$ cat src/hw/rtl/falru_pkg.sv
// shared types, constants and helpers for the fully associative lru cache
`default_nettype none

package falru_pkg;

    localparam int LINES     = 8;
    localparam int KEY_BITS  = 64;
    localparam int IDX_W     = (LINES > 1) ? $clog2(LINES) : 1;
    localparam int KEY_W     = 64;
    localparam int DATA_W    = 64;
    localparam int OUT_IDX_W = 3;

    typedef logic [IDX_W-1:0]     idx_t;
    typedef logic [KEY_BITS-1:0]  key_t;
    typedef logic [DATA_W-1:0]    data_t;
    typedef logic [OUT_IDX_W-1:0] out_idx_t;

    typedef enum logic {
        REQ_LOOKUP = 1'b0,
        REQ_INSERT = 1'b1
    } req_type_t;

    typedef enum logic [1:0] {
        ST_IDLE,
        ST_MATCH,
        ST_UPDATE
    } state_t;

    typedef struct packed {
        logic load_req;
        logic do_match;
        logic do_update;
    } dp_cmd_t;

    typedef struct packed {
        logic out_stall;
    } dp_status_t;

    function automatic out_idx_t to_out_idx(input idx_t idx);
        logic [IDX_W+OUT_IDX_W-1:0] wide;
        wide = {{OUT_IDX_W{1'b0}}, idx};
        return wide[OUT_IDX_W-1:0];
    endfunction

endpackage

`default_nettype wire

$ cat src/hw/rtl/falru_if.sv
// request and response channel interfaces
`default_nettype none

interface falru_req_if
    import falru_pkg::*;
    ();
    logic                valid;
    logic                ready;
    logic                req_type;
    logic [KEY_W-1:0]    key;
    logic [DATA_W-1:0]   data_in;

    modport source (output valid, output req_type, output key, output data_in, input ready);
    modport sink   (input valid, input req_type, input key, input data_in, output ready);
endinterface

interface falru_rsp_if
    import falru_pkg::*;
    ();
    logic                 valid;
    logic                 ready;
    logic                 hit;
    logic [OUT_IDX_W-1:0] line_index;
    logic [DATA_W-1:0]    data_out;
    logic                 victim_was_valid;

    modport source (output valid, output hit, output line_index, output data_out,
                    output victim_was_valid, input ready);
    modport sink   (input valid, input hit, input line_index, input data_out,
                    input victim_was_valid, output ready);
endinterface

`default_nettype wire

$ cat src/hw/rtl/falru_ctrl.sv
// controller state machine sequencing compare and recency update
`default_nettype none

module falru_ctrl
    import falru_pkg::*;
(
    input  wire logic       clk,
    input  wire logic       rst_n,
    input  wire logic       req_valid,
    output logic            req_ready,
    output dp_cmd_t         cmd,
    input  wire dp_status_t status
);

    state_t state_reg;
    state_t state_next;

    always_ff @(posedge clk or negedge rst_n)
    begin
        if (!rst_n)
        begin
            state_reg <= ST_IDLE;
        end
        else
        begin
            state_reg <= state_next;
        end
    end

    always_comb
    begin
        state_next = state_reg;
        case (state_reg)
            ST_IDLE:
            begin
                if (req_valid)
                begin
                    state_next = ST_MATCH;
                end
            end
            ST_MATCH:
            begin
                state_next = ST_UPDATE;
            end
            ST_UPDATE:
            begin
                if (!status.out_stall)
                begin
                    state_next = req_valid ? ST_MATCH : ST_IDLE;
                end
            end
            default:
            begin
                state_next = ST_IDLE;
            end
        endcase
    end

    always_comb
    begin
        req_ready     = 1'b0;
        cmd           = '0;
        case (state_reg)
            ST_IDLE:
            begin
                req_ready    = 1'b1;
                cmd.load_req = req_valid;
            end
            ST_MATCH:
            begin
                cmd.do_match = 1'b1;
            end
            ST_UPDATE:
            begin
                if (!status.out_stall)
                begin
                    cmd.do_update = 1'b1;
                    req_ready     = 1'b1;
                    cmd.load_req  = req_valid;
                end
            end
            default:
            begin
                req_ready = 1'b0;
            end
        endcase
    end

`ifndef SYNTH
    // compare is always followed by the update step
    assert property (@(posedge clk) disable iff (!rst_n)
        state_reg == ST_MATCH |=> state_reg == ST_UPDATE)
        else $error("compare not followed by update");

    // an accepted item goes to the compare step next
    assert property (@(posedge clk) disable iff (!rst_n)
        cmd.load_req |=> state_reg == ST_MATCH)
        else $error("accepted item did not enter compare");
`endif

endmodule

`default_nettype wire

$ cat src/hw/rtl/falru_dp.sv
// datapath: line storage, key compare, recency list and output register
`default_nettype none

module falru_dp
    import falru_pkg::*;
(
    input  wire logic              clk,
    input  wire logic              rst_n,
    input  wire dp_cmd_t           cmd,
    output dp_status_t             status,
    input  wire logic              req_type,
    input  wire logic [KEY_W-1:0]  key,
    input  wire data_t             data_in,
    output logic                   rsp_valid,
    input  wire logic              rsp_ready,
    output logic                   hit,
    output out_idx_t               line_index,
    output data_t                  data_out,
    output logic                   victim_was_valid
);

    logic  line_valid_reg [LINES];
    key_t  line_key_reg   [LINES];
    data_t line_data_reg  [LINES];
    idx_t  order_reg      [LINES];
    idx_t  order_next     [LINES];

    logic  req_insert_reg;
    key_t  req_key_reg;
    data_t req_data_reg;

    logic  hit_reg;
    idx_t  idx_reg;
    data_t data_reg;
    logic  vwv_reg;

    logic     rsp_valid_reg;
    logic     rsp_valid_next;
    logic     out_hit_reg;
    out_idx_t out_idx_reg;
    data_t    out_data_reg;
    logic     out_vwv_reg;

    logic [LINES-1:0] match_vec;
    logic             match_any;
    idx_t             match_idx;
    idx_t             victim;

    logic [LINES-1:0] pos_eq;
    logic [LINES-1:0] pos_prefix;
    logic             move_en;

    assign status.out_stall = rsp_valid_reg && !rsp_ready;

    // parallel compare against every line, lowest match wins
    always_comb
    begin
        match_idx = '0;
        for (int i = 0; i < LINES; i++)
        begin
            match_vec[i] = line_valid_reg[i] && (line_key_reg[i] == req_key_reg);
        end
        for (int i = LINES - 1; i >= 0; i--)
        begin
            if (match_vec[i])
            begin
                match_idx = idx_t'(i);
            end
        end
        match_any = |match_vec;
        victim    = order_reg[LINES-1];
    end

    // move-to-front of the chosen line
    assign move_en = req_insert_reg || hit_reg;

    always_comb
    begin
        for (int i = 0; i < LINES; i++)
        begin
            pos_eq[i] = (order_reg[i] == idx_reg);
        end
        pos_prefix[0] = pos_eq[0];
        for (int i = 1; i < LINES; i++)
        begin
            pos_prefix[i] = pos_prefix[i-1] || pos_eq[i];
        end
        order_next[0] = idx_reg;
        for (int i = 1; i < LINES; i++)
        begin
            if (!pos_prefix[i-1])
            begin
                order_next[i] = order_reg[i-1];
            end
            else
            begin
                order_next[i] = order_reg[i];
            end
        end
    end

    always_comb
    begin
        rsp_valid_next = rsp_valid_reg;
        if (cmd.do_update)
        begin
            rsp_valid_next = 1'b1;
        end
        else if (rsp_ready)
        begin
            rsp_valid_next = 1'b0;
        end
    end

    always_ff @(posedge clk or negedge rst_n)
    begin
        if (!rst_n)
        begin
            rsp_valid_reg <= 1'b0;
            for (int i = 0; i < LINES; i++)
            begin
                line_valid_reg[i] <= 1'b0;
                order_reg[i]      <= idx_t'(i);
            end
        end
        else
        begin
            rsp_valid_reg <= rsp_valid_next;
            if (cmd.do_update)
            begin
                if (req_insert_reg)
                begin
                    line_valid_reg[idx_reg] <= 1'b1;
                end
                if (move_en)
                begin
                    for (int i = 0; i < LINES; i++)
                    begin
                        order_reg[i] <= order_next[i];
                    end
                end
            end
        end
    end

    always_ff @(posedge clk)
    begin
        if (cmd.load_req)
        begin
            req_insert_reg <= (req_type == REQ_INSERT);
            req_key_reg    <= key[KEY_BITS-1:0];
            req_data_reg   <= data_in;
        end
        if (cmd.do_match)
        begin
            if (req_insert_reg)
            begin
                hit_reg  <= 1'b0;
                idx_reg  <= victim;
                data_reg <= '0;
                vwv_reg  <= line_valid_reg[victim];
            end
            else
            begin
                hit_reg  <= match_any;
                idx_reg  <= match_idx;
                data_reg <= match_any ? line_data_reg[match_idx] : '0;
                vwv_reg  <= 1'b0;
            end
        end
        if (cmd.do_update)
        begin
            if (req_insert_reg)
            begin
                line_key_reg[idx_reg]  <= req_key_reg;
                line_data_reg[idx_reg] <= req_data_reg;
            end
            out_hit_reg  <= hit_reg;
            out_idx_reg  <= to_out_idx(idx_reg);
            out_data_reg <= data_reg;
            out_vwv_reg  <= vwv_reg;
        end
    end

    assign rsp_valid        = rsp_valid_reg;
    assign hit              = out_hit_reg;
    assign line_index       = out_idx_reg;
    assign data_out         = out_data_reg;
    assign victim_was_valid = out_vwv_reg;

`ifndef SYNTH
    // inserted line is valid afterwards
    assert property (@(posedge clk) disable iff (!rst_n)
        cmd.do_update && req_insert_reg |=> line_valid_reg[$past(idx_reg)])
        else $error("inserted line not marked valid");

    // a used line sits at the front of the recency list
    assert property (@(posedge clk) disable iff (!rst_n)
        cmd.do_update && move_en |=> order_reg[0] == $past(idx_reg))
        else $error("used line not moved to front");

    // a waiting result is never overwritten
    assert property (@(posedge clk) disable iff (!rst_n)
        status.out_stall |-> !cmd.do_update)
        else $error("result overwritten while stalled");

    // hit and victim flag never together
    assert property (@(posedge clk) disable iff (!rst_n)
        rsp_valid_reg |-> !(out_hit_reg && out_vwv_reg))
        else $error("hit and victim flag both set");
`endif

endmodule

`default_nettype wire

$ cat src/hw/rtl/fully_associative_lru_cache.sv
// top level of the fully associative lru cache
`default_nettype none

// Fully associative cache of LINES lines with least recently used replacement.
// A lookup compares the key with every valid line at once and on the lowest
// matching line returns hit, line index and data word, moving that line to the
// front of the recency list. An insert overwrites the line at the back of the
// list without a duplicate check and reports the victim index and whether it
// held valid data. Each item goes through a key compare step and then a
// recency list shift step, which the next item must see. A result waits in
// an output register, and the next item is taken while it waits; only the
// update step holds when the output register is still full. The state is ready
// right after reset, with no clearing pass.
module fully_associative_lru_cache
    import falru_pkg::*;
(
    input wire logic clk,
    input wire logic rst_n,
    falru_req_if.sink   req,
    falru_rsp_if.source rsp
);

    dp_cmd_t    cmd;
    dp_status_t status;

    falru_ctrl u_ctrl (
        .clk       (clk),
        .rst_n     (rst_n),
        .req_valid (req.valid),
        .req_ready (req.ready),
        .cmd       (cmd),
        .status    (status)
    );

    falru_dp u_dp (
        .clk              (clk),
        .rst_n            (rst_n),
        .cmd              (cmd),
        .status           (status),
        .req_type         (req.req_type),
        .key              (req.key),
        .data_in          (req.data_in),
        .rsp_valid        (rsp.valid),
        .rsp_ready        (rsp.ready),
        .hit              (rsp.hit),
        .line_index       (rsp.line_index),
        .data_out         (rsp.data_out),
        .victim_was_valid (rsp.victim_was_valid)
    );

endmodule

`default_nettype wire

$ cat src/flat_wrapper.sv
// flat-port wrapper written by rule: the top's interface ports become plain ports
module fully_associative_lru_cache_flat import falru_pkg::*;
  (clk, rst_n, req_valid, req_req_type, req_key, req_data_in, req_ready, rsp_valid, rsp_hit, rsp_line_index, rsp_data_out, rsp_victim_was_valid, rsp_ready);
  falru_req_if req_i ();
  falru_rsp_if rsp_i ();
  input wire logic clk;
  input wire logic rst_n;
  input wire logic [$bits(req_i.valid)-1:0] req_valid;
  input wire logic [$bits(req_i.req_type)-1:0] req_req_type;
  input wire logic [$bits(req_i.key)-1:0] req_key;
  input wire logic [$bits(req_i.data_in)-1:0] req_data_in;
  output wire logic [$bits(req_i.ready)-1:0] req_ready;
  output wire logic [$bits(rsp_i.valid)-1:0] rsp_valid;
  output wire logic [$bits(rsp_i.hit)-1:0] rsp_hit;
  output wire logic [$bits(rsp_i.line_index)-1:0] rsp_line_index;
  output wire logic [$bits(rsp_i.data_out)-1:0] rsp_data_out;
  output wire logic [$bits(rsp_i.victim_was_valid)-1:0] rsp_victim_was_valid;
  input wire logic [$bits(rsp_i.ready)-1:0] rsp_ready;
  assign req_i.valid = req_valid;
  assign req_i.req_type = req_req_type;
  assign req_i.key = req_key;
  assign req_i.data_in = req_data_in;
  assign req_ready = req_i.ready;
  assign rsp_valid = rsp_i.valid;
  assign rsp_hit = rsp_i.hit;
  assign rsp_line_index = rsp_i.line_index;
  assign rsp_data_out = rsp_i.data_out;
  assign rsp_victim_was_valid = rsp_i.victim_was_valid;
  assign rsp_i.ready = rsp_ready;
  fully_associative_lru_cache u_core (.clk(clk), .rst_n(rst_n), .req(req_i), .rsp(rsp_i));
endmodule
$ cat config.mk
export PLATFORM = sky130hd
export DESIGN_NAME = fully_associative_lru_cache_flat
export DESIGN_NICKNAME = d
export VERILOG_FILES = /design/src/hw/rtl/falru_pkg.sv /design/src/hw/rtl/falru_if.sv /design/src/hw/rtl/falru_ctrl.sv /design/src/hw/rtl/falru_dp.sv /design/src/hw/rtl/fully_associative_lru_cache.sv /design/src/flat_wrapper.sv
export SDC_FILE = /design/constraint.sdc
export NUM_CORES = 2
export LEC_CHECK = 0
export ABC_AREA = 0
export BUFFER_PORTS_ARGS = -buffer_cell sky130_fd_sc_hd__buf_4
export CAP_MARGIN = 20
export CORE_AREA = 3 3 397 399
export CTS_CLUSTER_SIZE = 25
export DETAILED_ROUTE_END_ITERATION = 8
export DIE_AREA = 0 0 400 402
export HOLD_SLACK_MARGIN = 0.15
export SETUP_SLACK_MARGIN = 0.1
export SLEW_MARGIN = 30
export SYNTH_ARGS = -nofsm -noshare
export SYNTH_HDL_FRONTEND = slang
export SYNTH_HIERARCHICAL = 1
export SYNTH_SLANG_ARGS = --single-unit
export TNS_END_PERCENT = 100
$ cat constraint.sdc
create_clock -name clk -period 40.6 [get_ports clk]
set_input_delay 4.06 -clock clk [delete_from_list [all_inputs] [get_ports clk]]
set_output_delay 4.06 -clock clk [all_outputs]
set_load 0.01 [all_outputs]
==> impl_metrics.csv <==
group,metric,value,unit
drt,firstDrtPassIters,5,
floorplan,initial_core_util,34.9,%
synthesis,yosys_warnings,6,
setup_path,cp-start-kind,"input pin",
clock_tree,ctsResizeCount,0,
clock_tree,clock_latency,0.78,ns
synthesis,ys_seq_area_share,73.7,%
setup_path,startpoint,"rsp_ready",
floorplan,pin_count,204,
synthesis,yosysUniqueCellTypes,66,
floorplan,core_area,154000,µm²
power_and_ir_drop,leakagePower,0.0199,µW
synthesis,synthCells,3335,
clock_tree,cts-root-buf,"clkbuf_16",
final_layout,drive_gt1_share,16.2,%
timing,clock_skew,0.0346,ns
timing,finalSetupTns,0,ns
synthesis,synthesis.nets,3468,
clock_tree,clk_path_buf_depth,3,
run_status,status,"completed",
hold_path,hold_depth,0,
final_layout,fin_nets,3737,
clock_tree,postCtsSetupBuffers,0,
clock_tree,holdBufCountCts,0,
synthesis,synth_top_area_share,72.1,%
global_routing,grt_pass1_vias,31270,
timing,drv_slew,0,
clock_tree,cts.htree.levels,4,
setup_path,cp_max_fo,4,
setup_path,cp.arrival,4.88,ns
timing,fin_crit_sh,22.0,%
setup_path,rrSetupSlack,34.96,ns
drt,drc,0,
synthesis,async_reset_ff_share,2.64,%
synthesis,avgSynthCellArea,16.1,µm²
drt,antenna_left,0,
global_routing,antenna_found_initial,5,
global_routing,grt_pass1_wl,219000,µm
timing,rsz0062_at_grt,"no",
final_layout,regArea,39700,µm²
timing,tightestPinTransition,1.06,ns
final_layout,multi_input_area,13200,µm²
timing,fmax,112,MHz
hold_path,hp-start,"u_core/u_dp/data_reg[8]",
clock_tree,cts_tree,"yes",
setup_path,worst-setup-path-type,"in2out",
global_routing,grt_max_degree,194,
timing,setup_viol,0,
power_and_ir_drop,power,3030,µW
floorplan,fp-row-count,144,
synthesis,yosysMostFrequentCell,"edfxtp_1",
final_layout,syn_to_final_growth,16.6,%
synthesis,yosysTopAreaCell,"edfxtp_1",
clock_tree,clkSinkCount,1326,
drt,wirelength,152000,µm
clock_tree,cts_buffers,139,
setup_path,end_kind,"output pin",
floorplan,die_w,400,µm
floorplan,dieArea,161000,µm²
hold_path,hold_class,"reg2reg",
power_and_ir_drop,irDropWorstVdd,37.1,µV
setup_path,critPathRequiredTime,36.54,ns
synthesis,synth_commonest_cells,"edfxtp_1 (1291), xnor2_1 (265), nand2b_1 (177)",
drt,vias,31504,
setup_path,r2r_start,"u_core/u_dp/req_key_reg[25]",
synthesis,synth_ff_type,"edfxtp_1",
clock_tree,clk_pin_slew,0.06,ns
floorplan,die_h,402,µm
final_layout,fill_cells,13967,
synthesis,synth.area.top_cells,"edfxtp_1 (72%), xnor2_1 (4.3%), xor2_1 (2.7%)",
setup_path,worstRegToRegCells,11,
timing,post-route-min-period,8.94,ns
global_routing,grt_overflow,0,
place,dp_worst_setup_slack,31.67,ns
final_layout,fin_util,40.7,%
synthesis,syn-cell-area,53800,µm²
timing,worst_slack,31.66,ns
synthesis,synth-edff-count,1291,
global_routing,grt_use_total,18.6,%
timing,slew_headroom,28.8,%
drt,drt_iter0_drc,3314,
place,port_buffers,203,
place,hpwl,86500,µm
timing,hold_viol_final,0,
job,maxCapViolations,0,
place,place.gp.congestion,0.880,
drt,post_drt_wl_per_cell,26.5,µm
power_and_ir_drop,power.density,48.3,nW/µm²
synthesis,synth_seq_cells,1326,
drt,vias_per_cell,5.47,
==> per-layer routing <==
layer	routed length (µm)	global-route usage, %	up-vias	share of wire (%)
li1	-	-	13684	-
met1	64400	25.8	16137	42
met2	71300	29.5	1405	47
met3	11300	3.01	278	7.4
met4	5440	7.05	0	3.6
met5	0	0	-	0
==> cells by family (layout without fill, tap and decap cells) <==
family                 count (synthesis)  count (layout)  synth area share (%)
buffers and inverters                280             659                  2.10
AO/OA/AOI/OAI                        388             388                  6.21
other                                  0               1                     0
flip-flops                          1326            1326                  73.7
AND/OR/NAND/NOR                      816             816                  8.96
XOR/XNOR                             433             433                  7.05
multiplexers                          92              92                  1.97
==> critical path, stage by stage <==
cell and delay (ns):
buf_4 0.11, nor2b_1 0.37, a21oi_2 0.17, buf_4 0.18
==> area by class of cell <==
class	count	area share (%)
Tap cell	2044	4.08
Timing Repair Buffer	313	3.91
Antenna cell	1	0.00399
Sequential cell	1326	63.2
Multi-Input combinational cell	1729	21.0
Clock buffer	165	5.83
Inverter	95	0.569
Clock inverter	86	1.36
==> cell usage in the layout (no fill, tap or decap), drive strengths merged, types with 4 or more instances in the layout <==
| master | n |
|---|---|
| a311oi | 65 |
| nor4b | 12 |
| a221oi | 64 |
| nand4 | 150 |
| clkbuf | 165 |
| nor3 | 28 |
| a22o | 4 |
| nand2 | 113 |
| dfstp | 12 |
| mux2 | 89 |
| o21ai | 6 |
| dfrtp | 23 |
| o22ai | 5 |
| clkinvlp | 8 |
| nand2b | 177 |
| o2111ai | 24 |
| buf | 313 |
| xor2 | 168 |
| inv | 103 |
| clkinv | 58 |
| nand4b | 7 |
| a21oi | 5 |
| nor2b | 88 |
| nor3b | 6 |
| edfxtp | 1291 |
| or2 | 15 |
| or3 | 5 |
| nand3 | 47 |
| bufinv | 12 |
| o221ai | 129 |
| nor4 | 95 |
| or3b | 6 |
| nor2 | 26 |
| or4 | 18 |
| and4 | 8 |
| xnor2 | 265 |
| a2111oi | 66 |
==> stage by stage <==
stage	area, µm²	hold WS, ns	cells
2_1_floorplan	53800	0.400	3335
3_3_place_gp	58100	0.403	5504
3_5_place_dp	58100	0.405	5505
4_1_cts	62600	0.412	5756
5_1_grt	62700	0.424	5758
6_report	62700	0.399	5759
==> worst paths after layout <==
path	to
max	req_ready
min	u_core/u_dp/data_out[8]
max reg2reg	u_core/u_dp/data_reg[59]
min reg2reg	u_core/u_dp/data_out[8]
max in group asynchronous	u_core/u_dp/order_reg[11]
min in group asynchronous	u_core/u_dp/rsp_valid
==> power by group <==
group          internal, µW  leakage, µW  total, µW  switching, µW
registers              1560       0.0122       1590           34.4
clock network           725      0.00219       1260            534
logic                  65.3      0.00554        182            117
No activity file was read; power rests on OpenSTA's default activity.
